`config.mk`:
```
export PLATFORM = sky130hd
export DESIGN_NAME = coordinate_record_stream_parser
export DESIGN_NICKNAME = d
export VERILOG_FILES = /design/src/crsp_pkg.sv /design/src/coordinate_record_stream_parser.sv
export SDC_FILE = /design/constraint.sdc
export NUM_CORES = 1
export LEC_CHECK = 0
export ABC_AREA = 1
export BUFFER_PORTS_ARGS = -buffer_cell sky130_fd_sc_hd__buf_2
export CAP_MARGIN = 20
export CORE_AREA = 2 2 117 119
export CTS_CLUSTER_DIAMETER = 150
export CTS_CLUSTER_SIZE = 40
export DETAILED_ROUTE_END_ITERATION = 16
export DIE_AREA = 0 0 119 121
export PLACE_DENSITY = 0.71
export SYNTH_ARGS = -nofsm -noshare
export SYNTH_HDL_FRONTEND = slang
export SYNTH_SLANG_ARGS = --single-unit
```
`constraint.sdc`:
```
create_clock -name clk -period 12 [get_ports clk]
set_input_delay 1.8 -clock clk [delete_from_list [all_inputs] [get_ports clk]]
set_output_delay 1.8 -clock clk [all_outputs]
set_load 0.03 [all_outputs]
```
`src/crsp_pkg.sv`:
```
// ----------------------------------------------------------------------------
// crsp_pkg
// Shared types, character codes and helpers of the coordinate record parser.
// ----------------------------------------------------------------------------
package crsp_pkg;

	typedef logic [7:0]  char_t;
	typedef logic [15:0] mag_t;

	// Characters that steer the parser
	localparam char_t CH_COLON = 8'h3A;  // ':'
	localparam char_t CH_BANG  = 8'h21;  // '!'
	localparam char_t CH_UP    = 8'h5E;  // '^'
	localparam char_t CH_DOWN  = 8'h76;  // 'v'
	localparam char_t CH_MINUS = 8'h2D;  // '-'
	localparam char_t CH_ZERO  = 8'h30;  // '0'
	localparam char_t CH_NINE  = 8'h39;  // '9'
	localparam char_t CH_O_UP  = 8'h4F;  // 'O'
	localparam char_t CH_L_UP  = 8'h4C;  // 'L'
	localparam char_t CH_DOT   = 8'h2E;  // '.'
	localparam char_t CH_C_LO  = 8'h63;  // 'c'
	localparam char_t CH_C_UP  = 8'h43;  // 'C'

	// Largest magnitude kept: one past the positive limit, for -32768
	localparam mag_t MAG_LIMIT = 16'h8000;
	localparam mag_t POS_LIMIT = 16'h7FFF;

	localparam logic [7:0] SEG_MAX = 8'h7F;
	localparam logic [7:0] SEG_MIN = 8'h80;

	// Result kinds
	localparam logic KIND_RECORD = 1'b0;
	localparam logic KIND_INFO   = 1'b1;

	// Turn magnitude and sign into the saturated 16-bit value
	function automatic logic signed [15:0] number_value(input mag_t mag, input logic minus);
		logic signed [15:0] val;
		if (minus) begin
			val = 16'(16'h0000 - mag);
		end else if (mag > POS_LIMIT) begin
			val = POS_LIMIT;
		end else begin
			val = mag;
		end
		return val;
	endfunction

	// Characters passed on as info items
	function automatic logic is_info_char(input char_t c);
		return (c == CH_O_UP) || (c == CH_L_UP) || (c == CH_DOT) ||
			(c == CH_C_LO) || (c == CH_C_UP);
	endfunction

endpackage

```
`src/coordinate_record_stream_parser.sv`:
```
// ----------------------------------------------------------------------------
// coordinate_record_stream_parser
// Parses a x:y!info byte stream into coordinate records and info characters.
// ----------------------------------------------------------------------------
// One byte is taken per cycle with no bubbles: the byte is registered in the
// input stage, and the parser state and the result register are updated
// from it once the output register is free. A byte that
// yields no result still moves through the same stage. Throughput drops only
// when result_ready is held low while a result waits in the output register.
module coordinate_record_stream_parser #(
	parameter int INFO_MAX = 4
) (
	input  logic               clk,
	input  logic               arst_n,
	input  logic               byte_valid,
	output logic               byte_ready,
	input  logic [7:0]         in_byte,
	output logic               result_valid,
	input  logic               result_ready,
	output logic               kind,
	output logic signed [15:0] x_value,
	output logic signed [15:0] y_value,
	output logic signed [7:0]  segment_number,
	output logic [7:0]         info_char,
	output logic [1:0]         info_pos
);

	localparam int CNT_W = $clog2(INFO_MAX + 1);

	// Input stage
	logic                 valid_s1;
	crsp_pkg::char_t      byte_s1;

	// Parser state
	crsp_pkg::mag_t       magnitude_q;
	logic                 minus_seen_q;
	logic                 started_q;
	logic                 closed_q;
	logic signed [15:0]   x_latch_q;
	logic                 record_open_q;
	logic [CNT_W-1:0]     info_count_q;
	logic [7:0]           segment_q;

	// Decode
	logic                 advance;
	logic                 is_digit;
	logic [19:0]          mag_next_w;
	crsp_pkg::mag_t       mag_next;
	logic signed [15:0]   num_val;
	logic                 emit;
	logic                 emit_kind;

	assign advance    = valid_s1 && (!result_valid || result_ready);
	assign byte_ready = !valid_s1 || advance;

	assign is_digit   = (byte_s1 >= crsp_pkg::CH_ZERO) && (byte_s1 <= crsp_pkg::CH_NINE);
	assign mag_next_w = ({4'b0, magnitude_q} << 3) + ({4'b0, magnitude_q} << 1) +
		20'(byte_s1 - crsp_pkg::CH_ZERO);
	assign mag_next   = (mag_next_w > 20'(crsp_pkg::MAG_LIMIT)) ? crsp_pkg::MAG_LIMIT :
		mag_next_w[15:0];
	assign num_val    = crsp_pkg::number_value(magnitude_q, minus_seen_q);

	// Decide whether this byte produces a result and which kind
	always_comb begin
		emit      = 1'b0;
		emit_kind = crsp_pkg::KIND_RECORD;
		if (byte_s1 == crsp_pkg::CH_BANG) begin
			emit = record_open_q;
		end else if (crsp_pkg::is_info_char(byte_s1)) begin
			emit      = record_open_q && (info_count_q < CNT_W'(INFO_MAX));
			emit_kind = crsp_pkg::KIND_INFO;
		end
	end

	// Capture the incoming byte
	always_ff @(posedge clk or negedge arst_n) begin
		if (!arst_n) begin
			valid_s1 <= 1'b0;
		end else if (byte_ready) begin
			valid_s1 <= byte_valid;
		end
	end

	always_ff @(posedge clk) begin
		if (byte_ready && byte_valid) begin
			byte_s1 <= in_byte;
		end
	end

	// Update parser state
	always_ff @(posedge clk or negedge arst_n) begin
		if (!arst_n) begin
			magnitude_q   <= '0;
			minus_seen_q  <= 1'b0;
			started_q     <= 1'b0;
			closed_q      <= 1'b0;
			x_latch_q     <= '0;
			record_open_q <= 1'b0;
			info_count_q  <= '0;
			segment_q     <= '0;
		end else if (advance) begin
			priority if (is_digit) begin
				if (!closed_q) begin
					magnitude_q <= mag_next;
					started_q   <= 1'b1;
				end
			end else if (byte_s1 == crsp_pkg::CH_MINUS) begin
				if (!started_q && !minus_seen_q && !closed_q) begin
					minus_seen_q <= 1'b1;
				end else begin
					closed_q <= 1'b1;
				end
			end else if (byte_s1 == crsp_pkg::CH_COLON) begin
				x_latch_q     <= num_val;
				magnitude_q   <= '0;
				minus_seen_q  <= 1'b0;
				started_q     <= 1'b0;
				closed_q      <= 1'b0;
				record_open_q <= 1'b1;
			end else if (byte_s1 == crsp_pkg::CH_BANG) begin
				magnitude_q  <= '0;
				minus_seen_q <= 1'b0;
				started_q    <= 1'b0;
				closed_q     <= 1'b0;
				info_count_q <= '0;
			end else if (byte_s1 == crsp_pkg::CH_UP) begin
				if (segment_q != crsp_pkg::SEG_MAX) begin
					segment_q <= segment_q + 8'd1;
				end
			end else if (byte_s1 == crsp_pkg::CH_DOWN) begin
				if (segment_q != crsp_pkg::SEG_MIN) begin
					segment_q <= segment_q - 8'd1;
				end
			end else if (emit) begin
				info_count_q <= info_count_q + CNT_W'(1);
			end else begin
				// Leave the state alone for any other byte
			end
		end
	end

	// Hold the result until taken
	always_ff @(posedge clk or negedge arst_n) begin
		if (!arst_n) begin
			result_valid <= 1'b0;
		end else if (advance) begin
			result_valid <= emit;
		end else if (result_ready) begin
			result_valid <= 1'b0;
		end
	end

	always_ff @(posedge clk) begin
		if (advance && emit) begin
			kind <= emit_kind;
			if (emit_kind == crsp_pkg::KIND_RECORD) begin
				x_value        <= x_latch_q;
				y_value        <= num_val;
				segment_number <= segment_q;
				info_char      <= '0;
				info_pos       <= '0;
			end else begin
				x_value        <= '0;
				y_value        <= '0;
				segment_number <= '0;
				info_char      <= byte_s1;
				info_pos       <= 2'(info_count_q);
			end
		end
	end

`ifndef SYNTH
	// A record result never carries info fields
	a_record_clean: assert property (@(posedge clk) disable iff (!arst_n)
		(result_valid && kind == crsp_pkg::KIND_RECORD) |-> (info_char == 8'd0 && info_pos == 2'd0))
		else $error("record result carries info fields");

	// An info result never carries coordinates
	a_info_clean: assert property (@(posedge clk) disable iff (!arst_n)
		(result_valid && kind == crsp_pkg::KIND_INFO) |->
		(x_value == 16'sd0 && y_value == 16'sd0 && segment_number == 8'sd0))
		else $error("info result carries coordinates");

	// Info count stays within its limit
	a_info_limit: assert property (@(posedge clk) disable iff (!arst_n)
		info_count_q <= CNT_W'(INFO_MAX))
		else $error("info count beyond limit");

	// Nothing is emitted before the first colon
	a_open_first: assert property (@(posedge clk) disable iff (!arst_n)
		(advance && emit) |-> record_open_q)
		else $error("result before record opened");

	// A waiting result is never overwritten
	a_no_overrun: assert property (@(posedge clk) disable iff (!arst_n)
		(result_valid && !result_ready) |-> !advance)
		else $error("pending result overwritten");
`endif

endmodule

```
==> impl_metrics.csv, run 1 <==
group,metric,value,unit
drt,wl,13340,um
run,maxCapViolations,0,
drt,viasPerCell,4.938,
hold_path,hold_path.startpoint,"x_latch_q[12]",
global_routing,grt_usage,19.88,%
setup_path,crit_required,10.20,ns
clock_network,cts_tree,"done",
clock_network,clkLatencyLatePin,0.34,ns
setup_path,crit_buf_inv,3,
power,sequentialPowerShare,34.8,%
die,die_x,119,um
clock_network,clockRootBuffer,"clkbuf_16",
clock_network,cts.path.max_buffers,2,
setup_path,cp_top_family,"buffers and inverters",
power,pwr_density_cell,187.8,nW/um^2
sta,finalHoldViolCount,0,
sta,tns,0,ns
setup_path,r2r_end,"magnitude_q[8]",
die,ios,65,
global_routing,grt_pass1_vias,4889,
clock_network,post_cts_resized,0,
sta,drv_slew,0,
power,netSwitchingFraction,41.30,%
setup_path,worst_ep_arrival_time,2.27,ns
setup_path,cp_common_cell,"buf_2",
setup_path,cp_slowest_cell,"buf_2",
power,p_total,0.001425,W
clock_network,h-tree-depth,3,
power,ir_drop,0.09400,mV
sta,rsz0062_at_grt,"no",
power,p_leak,3.729,nW
hold_path,holdPathStages,2,
synthesis,yosysSeqAreaShare,44.17,%
setup_path,cp-end-kind,"output pin",
die,dieHeight,121,um
drt,ant_nets,0,
die,rows,42,
power,power_frac_comb,45.1,%
drt,dr.pass1.iters,6,
synthesis,yosysUniqueCellTypes,45,
sta,setup_violations,0,
hold_path,worst_hold_path_type,"flop to flop",
sta,fmax,245.5,MHz
cells_and_area,fin_nets,953,
sta,fin_crit_sh,33.95,%
synthesis,avgSynthCellArea,8.216,um^2
setup_path,rrSetupSlack,7.96,ns
clock_network,postCtsSetupBuffers,0,
place,dp_cells,1056,
setup_path,max_stage_delay,0.20,ns
die,core_area,13090,um^2
cells_and_area,area_growth,11.84,%
clock_network,cts_inserted_buffers,9,
synthesis,netlist_instances,826,
drt,drc,0,
drt,drtIter0Drc,366,
sta,tightest_slew,1.096,ns
global_routing,grt_antenna_before_repair,0,
synthesis,syn_nets,887,
drt,via_count,5299,
clock_network,clkSlewWorstSetupHoldPaths,0.07,ns
setup_path,cp_cell_sequence,"buf_2, inv_1, nand3_1, buf_2",
cells_and_area,drive_gt1_share,14.16,%
place,dpl.hpwl,10220,um
setup_path,r2r_start,"byte_s1[4]",
hold_path,min_to,"x_latch_q[12]",
sta,finClkSkew,0.01061,ns
setup_path,cp-start-kind,"input pin",
cells_and_area,instances_no_fill,1073,
global_routing,grt_pass1_wl,23100,um
drt,wl_per_cell,12.43,um
setup_path,critPathMaxFanout,3,
setup_path,r2r.worst_path.cells,16,
sta,max_slew_margin,26.64,%
power,power.internal,0.0008366,W
place,place.gp.congestion,0.8759,
synthesis,ys_ff_latch,108,
place,io_buffers,64,
setup_path,worstSetupPathType,"input pin to output pin",
clock_network,hold_buffers,0,
synthesis,synth-warning-count,0,
synthesis,syn_area,6787,um^2
die,die_area,14400,um^2
power,switchingPower,0.0005887,W
die,start_util,51.86,%
sta,period_minus_slack,4.074,ns
global_routing,grt_max_degree,52,
run_status,outcome,"complete, no violations",
clock_network,clock-sinks,108,
global_routing,grt.overflow.total,0,
cells_and_area,num_antenna_cells,0,
power,clkPwrFrac,20.1,%
synthesized netlist by cell type, drive strengths merged:
cell,number,share of area (%)
ha,33,6.1
fa,16,4.7
xor2,8,1.1
dfrtp,49,18
o21a,2,0.22
nor2,113,6.8
edfxtp,59,26
clkbuf,5,0.28
clkinv,2,0.11
conb,1,0.055
and2,1,0.092
o21ai,50,3.7
nand4,18,1.7
o211ai,1,0.11
or2,4,0.37
nand3b,7,0.77
a21o,1,0.11
nor4,1,0.31
a21oi,22,1.7
a41oi,1,0.13
nand2,217,13
inv,130,7.2
xnor2,3,0.39
nand3,58,4.7
o31ai,3,0.33
a21boi,1,0.11
o22ai,1,0.092
nor3,11,0.96
o21bai,1,0.11
buf,7,0.87
cells by family after synthesis:
kind of cell | count (synthesis) | synth area share (%)
flops | 108 | 44.17
compound gates | 83 | 6.693
fa+ha+maj | 49 | 10.80
buf+inv | 144 | 8.444
simple gates | 430 | 28.30
other cells | 1 | 0.05526
xor+xnor | 11 | 1.530
final cells by class:
type / count / area (um^2)
clock buffer: 12 / 267.8
clock inverter: 4 / 30.03
timing repair buffer: 67 / 355.3
tap: 176 / 220.2
multi-input combinational: 574 / 3223
fill: 1191 / 5495
sequential: 108 / 2998
inverter: 132 / 495.5
metrics by stage:
step	hold WS [ns]	utilization [%]	instance area (um^2)	worst slack [ns]
after floorplan	0.4400	-	6787	6.998
after global placement	0.4688	55.57	7272	7.941
after detailed placement	0.4710	55.57	7272	7.931
after CTS	0.4894	57.85	7570	7.927
after global routing	0.5108	58.00	7590	7.649
final	0.4872	58.00	7590	7.926
placed cells by master (no fill, tap or decap), types with 2 or more instances in the layout:
cell	instances
clkinv_1	2
nand3b_1	7
nor2_2	6
xnor2_1	3
nor3_1	9
a21oi_1	20
nor3_2	2
dfrtp_1	49
buf_2	64
ha_1	33
nand2_2	11
edfxtp_1	59
inv_1	122
buf_4	2
o21ai_1	17
nand4_1	18
o31ai_1	3
clkbuf_16	10
inv_2	8
a21oi_2	2
nand3_2	3
o21a_1	2
o21ai_0	32
nand3_1	54
nand2_4	2
nor2_1	104
nor2_4	2
or2_2	4
nand2_1	204
fa_1	16
xor2_1	7
power groups by stage:
stage | combinational [W] | sequential [W] | clock [W]
after floorplan | 0.000511 | 0.000489 | 0
after global placement | 0.000628 | 0.000502 | 0
after detailed placement | 0.000636 | 0.000504 | 0
after CTS | 0.000642 | 0.000496 | 0.000291
after global routing | 0.000752 | 0.000503 | 0.000308
final | 0.000642 | 0.000496 | 0.000286
layer usage:
layer | global-route usage (%) | up-vias | wire (um)
li1 | - | 2787 | -
met2 | 31.36 | 92 | 6026
met4 | 5.729 | 0 | 172
met1 | 28.73 | 2408 | 6772
met5 | 0 | - | 0
met3 | 2.867 | 12 | 369
worst max-delay path by stage:
stage,startpoint,end,slack [ns],cells after the start
2_1_floorplan,result_ready,info_char[0],7.00,4
3_3_place_gp,result_ready,byte_ready,7.94,4
3_5_place_dp,result_ready,byte_ready,7.93,4
4_1_cts,result_ready,byte_ready,7.93,4
5_1_grt,byte_s1[4],magnitude_q[15],7.65,16
6_report,result_ready,byte_ready,7.93,4
flip-flops by register name (all words and copies together), names as in the netlist, 2 cells and up:
register,cells
info_char,8
x_value,16
segment_q,8
byte_s1,8
info_count_q,3
info_pos,2
x_latch_q,16
magnitude_q,16
segment_number,8
y_value,16
worst reg2reg max path, delay by kind of cell (launching register included):
kind,cells,cell delay [ns]
fa+ha+maj,3,1.27
flops,1,0.43
simple gates,13,2.26
No activity file was read; power rests on OpenSTA's default activity.
==> inputs of run 2 (changes only) <==
Clock period 12 ns to 3.75 ns, I/O delays scaled along.
==> impl_metrics.csv, run 2 (synthesized netlist as in run 1, its figures left out) <==
group,metric,value,unit
power,power_frac_comb,45.3,%
sta,finalHoldViolCount,0,
global_routing,grt_pass1_vias,4920,
cells_and_area,num_antenna_cells,0,
die,rows,42,
global_routing,grt.overflow.total,0,
setup_path,max_stage_delay,0.45,ns
setup_path,worstSetupPathType,"flop to flop",
setup_path,cp_cell_sequence,"ha_1, nor2_1, buf_4, fa_1, ha_1, nand2_1, nor2_1, nand2_1, nand2_1, nand2_1, nand2_1, nand3_1, nor2_1, nand3_1, nand2_2, nand3_1, nand2_1",
setup_path,cp_common_cell,"nand2_1",
power,netSwitchingFraction,42.24,%
sta,tns,0,ns
drt,viasPerCell,4.991,
place,place.gp.congestion,0.8903,
power,ir_drop,0.3047,mV
cells_and_area,fin_nets,954,
setup_path,crit_required,4.04,ns
drt,wl_per_cell,12.65,um
sta,rsz0062_at_grt,"no",
clock_network,postCtsSetupBuffers,0,
clock_network,clkSlewWorstSetupHoldPaths,0.07,ns
global_routing,grt_antenna_before_repair,0,
cells_and_area,area_growth,11.61,%
power,switchingPower,0.001918,W
global_routing,grt_usage,20.32,%
clock_network,hold_buffers,0,
clock_network,post_cts_resized,0,
power,p_total,0.004541,W
global_routing,grt_pass1_wl,23470,um
drt,wl,13580,um
setup_path,cp_top_family,"simple AND/OR/NAND/NOR gates",
setup_path,cp-end-kind,"flop",
clock_network,cts_tree,"done",
sta,fin_crit_sh,88.11,%
sta,max_slew_margin,49.99,%
cells_and_area,final_cell_mix,"204 x nand2_1, 122 x inv_1, 104 x nor2_1",
drt,via_count,5360,
hold_path,worst_hold_path_type,"input pin to async pin",
sta,drv_slew,0,
sta,finClkSkew,0.008727,ns
setup_path,crit_buf_inv,1,
power,p_leak,3.732,nW
cells_and_area,mostFrequentLayoutCell,"nand2_1",
power,power.internal,0.002623,W
clock_network,h-tree-depth,3,
sta,tightest_slew,0.7445,ns
power,clkPwrFrac,19.7,%
setup_path,cp-start-kind,"flop",
setup_path,critPathMaxFanout,15,
power,sequentialPowerShare,35.1,%
power,pwr_density_cell,599.4,nW/um^2
sta,period_minus_slack,3.304,ns
clock_network,cts_inserted_buffers,9,
die,die_area,14400,um^2
sta,setup_violations,0,
die,start_util,51.86,%
die,dieHeight,121,um
sta,fmax,302.7,MHz
clock_network,clkLatencyLatePin,0.35,ns
place,io_buffers,64,
clock_network,clock-sinks,108,
die,die_x,119,um
drt,drc,0,
clock_network,clockRootBuffer,"clkbuf_16",
run,maxCapViolations,0,
setup_path,cp_slowest_cell,"fa_1",
drt,ant_nets,0,
drt,dr.pass1.iters,6,
place,dpl.hpwl,10460,um
drt,drtIter0Drc,331,
die,core_area,13090,um^2
setup_path,worst_ep_arrival_time,3.59,ns
clock_network,cts.path.max_buffers,2,
global_routing,grt_max_degree,52,
run_status,outcome,"complete, no violations",
die,ios,65,
cells_and_area,drive_gt1_share,14.37,%
-- run 2: area by class of cell --
| cell class | instances | area [um^2] |
|---|---|---|
| clock buffers | 9 | 225.2 |
| flip-flops and latches | 108 | 2998 |
| well taps | 176 | 220.2 |
| inverters | 132 | 495.5 |
| fillers | 1173 | 5510 |
| clock inverters | 7 | 50.05 |
| repair buffers | 68 | 362.8 |
| multi-input cells | 574 | 3223 |
-- run 2: stage by stage --
stage          worst slack [ns]  std cells  hold WS (ns)  cell area, um^2  util (%)
2_1_floorplan            0.3401        826        0.2669             6789         -
3_3_place_gp             0.4933       1057        0.4647             7279     55.63
3_5_place_dp             0.4706       1057        0.4706             7279     55.63
4_1_cts                  0.4443       1073        0.3725             7555     57.74
5_1_grt                 0.04545       1074       0.07672             7575     57.89
6_report                 0.4459       1074       0.07180             7575     57.89
-- run 2: worst reg2reg max path: stages (launching register included) --
cell,delay [ns]
edfxtp_1,0.43
ha_1,0.30
nor2_1,0.12
buf_4,0.22
fa_1,0.46
ha_1,0.38
nand2_1,0.12
nor2_1,0.14
nand2_1,0.09
nand2_1,0.10
nand2_1,0.06
nand2_1,0.12
nand3_1,0.09
nor2_1,0.11
nand3_1,0.09
nand2_2,0.22
nand3_1,0.12
nand2_1,0.08
-- run 2: worst paths after layout --
path                          startpoint               to  slack [ns]  cells past startpoint
setup / recovery              byte_s1[4]  magnitude_q[13]        0.45                     17
max in group asynchronous         arst_n  magnitude_q[12]        3.19                      2
hold reg to reg            x_latch_q[12]    x_latch_q[12]        0.49                      2
min in group clk              in_byte[1]       byte_s1[1]        0.38                      1
setup reg to reg              byte_s1[4]  magnitude_q[13]        0.45                     17
hold / removal                    arst_n     segment_q[3]        0.07                      1
-- run 2: routing by layer --
metal	up-vias	routed length, um	GRT usage (%)
met2	112	5860	31.00
met3	14	453	2.961
li1	2800	-	-
met5	-	0	0
met1	2434	7058	30.35
met4	0	210	5.729
-- run 2: power groups by stage --
stage	registers, W	clock network (W)	logic, W
after floorplan	0.00156	0	0.00164
after global placement	0.00161	0	0.00201
after detailed placement	0.00162	0	0.00203
after CTS	0.00159	0.000907	0.00204
after global routing	0.00162	0.000954	0.00239
final	0.00159	0.000892	0.00206
==> inputs of run 3 (changes only) <==
Settings changed: BUFFER_PORTS_ARGS -buffer_cell sky130_fd_sc_hd__buf_2 to -buffer_cell sky130_fd_sc_hd__clkbuf_2.
==> impl_metrics.csv, run 3 (synthesized netlist as in run 1, its figures left out) <==
group,metric,value,unit
run_status,outcome,"complete, no violations",
clock_network,clkSlewWorstSetupHoldPaths,0.07,ns
clock_network,post_cts_resized,0,
global_routing,grt_max_degree,52,
global_routing,grt_pass1_vias,4930,
place,pre_cts_ws,0.4568,ns
sta,tightest_slew,0.7341,ns
clock_network,cts_tree,"done",
drt,via_count,5317,
cells_and_area,area_growth,11.80,%
sta,fmax,301.1,MHz
die,start_util,51.86,%
clock_network,postCtsSetupBuffers,0,
die,rows,42,
power,p_total,0.004575,W
die,die_x,119,um
cells_and_area,mostFrequentLayoutCell,"nand2_1",
die,dieHeight,121,um
sta,max_slew_margin,50.69,%
cells_and_area,nFillCells,1151,
die,ios,65,
die,die_area,14400,um^2
clock_network,h-tree-depth,3,
global_routing,grt_usage,19.98,%
cells_and_area,drive_gt1_share,14.25,%
global_routing,grt_pass1_wl,23170,um
run,maxCapViolations,0,
sta,setup_violations,0,
global_routing,grt_antenna_before_repair,0,
setup_path,cp-end-kind,"flop",
setup_path,crit_required,3.98,ns
sta,period_minus_slack,3.321,ns
place,place.gp.congestion,0.8748,
setup_path,worstSetupPathType,"flop to flop",
power,p_leak,3.757,nW
setup_path,critPathMaxFanout,16,
sta,finalHoldViolCount,0,
cells_and_area,num_antenna_cells,0,
drt,viasPerCell,4.951,
power,ir_drop,0.3204,mV
sta,tns,0,ns
clock_network,cts.path.max_buffers,2,
sta,drv_slew,0,
sta,finClkSkew,0.009956,ns
hold_path,worst_hold_path_type,"input pin to async pin",
place,io_buffers,64,
drt,wl_per_cell,12.36,um
clock_network,clockRootBuffer,"clkbuf_16",
cells_and_area,fin_nets,954,
power,pwr_density_cell,603.0,nW/um^2
setup_path,cp-start-kind,"flop",
sta,worst_slack,0.4287,ns
setup_path,worst_ep_arrival_time,3.55,ns
die,core_area,13090,um^2
sta,rsz0062_at_grt,"no",
drt,drtIter0Drc,322,
cells_and_area,final_cell_mix,"204 x nand2_1, 122 x inv_1, 104 x nor2_1",
sta,fin_crit_sh,88.57,%
clock_network,cts_inserted_buffers,9,
global_routing,grt.overflow.total,0,
drt,drc,0,
clock_network,hold_buffers,0,
clock_network,clock-sinks,108,
drt,dr.pass1.iters,5,
cells_and_area,fin_util,57.98,%
place,dpl.hpwl,10580,um
clock_network,clkLatencyLatePin,0.34,ns
cells_and_area,instances_no_fill,1074,
drt,ant_nets,0,
place,dp_cells,1058,
drt,wl,13280,um
==> run 3: changes by cell type in the layout (fill, tap and decap cells not counted), moves of 3 or more <==
cell      previous run  this run
buf_2               64         0
clkbuf_2             0        64
clkinv_2             3         0
inv_6                1         4
==> run 3: layout make-up <==
class | instances | area, um^2 | area share, %
multi-input combinational | 574 | 3223 | 42.48
timing repair buffer | 68 | 350.3 | 4.617
tap | 176 | 220.2 | 2.902
sequential | 108 | 2998 | 39.51
clock buffer | 11 | 254.0 | 3.348
inverter | 132 | 495.5 | 6.530
clock inverter | 5 | 46.29 | 0.6102
==> run 3: stage by stage <==
step / cell area (um^2) / hold slack, ns
after global placement: 7287 / 0.4651
after detailed placement: 7287 / 0.4726
after global routing: 7587 / 0.2680
after floorplan: 6789 / 0.2669
after CTS: 7587 / 0.2509
final: 7587 / 0.2347
==> run 3: layer usage <==
layer / share of wire [%] / GRT usage [%] / wire length [um]
met1: 51 / 29.50 / 6759
met2: 44 / 30.82 / 5880
met3: 3.3 / 2.867 / 437
met4: 1.5 / 5.729 / 197
met5: 0 / 0 / 0
==> run 3: path summary, 6_finish.rpt <==
check,startpoint,to,slack [ns],cells after the start
setup / recovery,byte_s1[4],magnitude_q[15],0.43,16
hold / removal,arst_n,x_latch_q[15],0.23,1
setup reg to reg,byte_s1[4],magnitude_q[15],0.43,16
hold reg to reg,started_q,started_q,0.49,2
max in group asynchronous,arst_n,magnitude_q[7],2.74,2
min in group clk,in_byte[3],byte_s1[3],0.39,1
==> run 3: worst max-delay path: stages, from the launching register on <==
cell and delay [ns]:
edfxtp_1 0.42, ha_1 0.29, nor2_1 0.13, buf_4 0.22, fa_1 0.45, ha_1 0.42
nand2_1 0.14, nor2_1 0.23, nand3_1 0.18, nand3_1 0.10, nand2_1 0.07, inv_1 0.09
nand2_4 0.07, nor2_8 0.21, nand2_1 0.07, nand2_1 0.06, nand2_1 0.05
==> run 3: where the power goes <==
| group | switching, W | internal [W] | total [W] |
|---|---|---|---|
| registers | 0.000166 | 0.00143 | 0.00159 |
| logic | 0.00131 | 0.000737 | 0.00205 |
| clock network | 0.000425 | 0.000506 | 0.000931 |
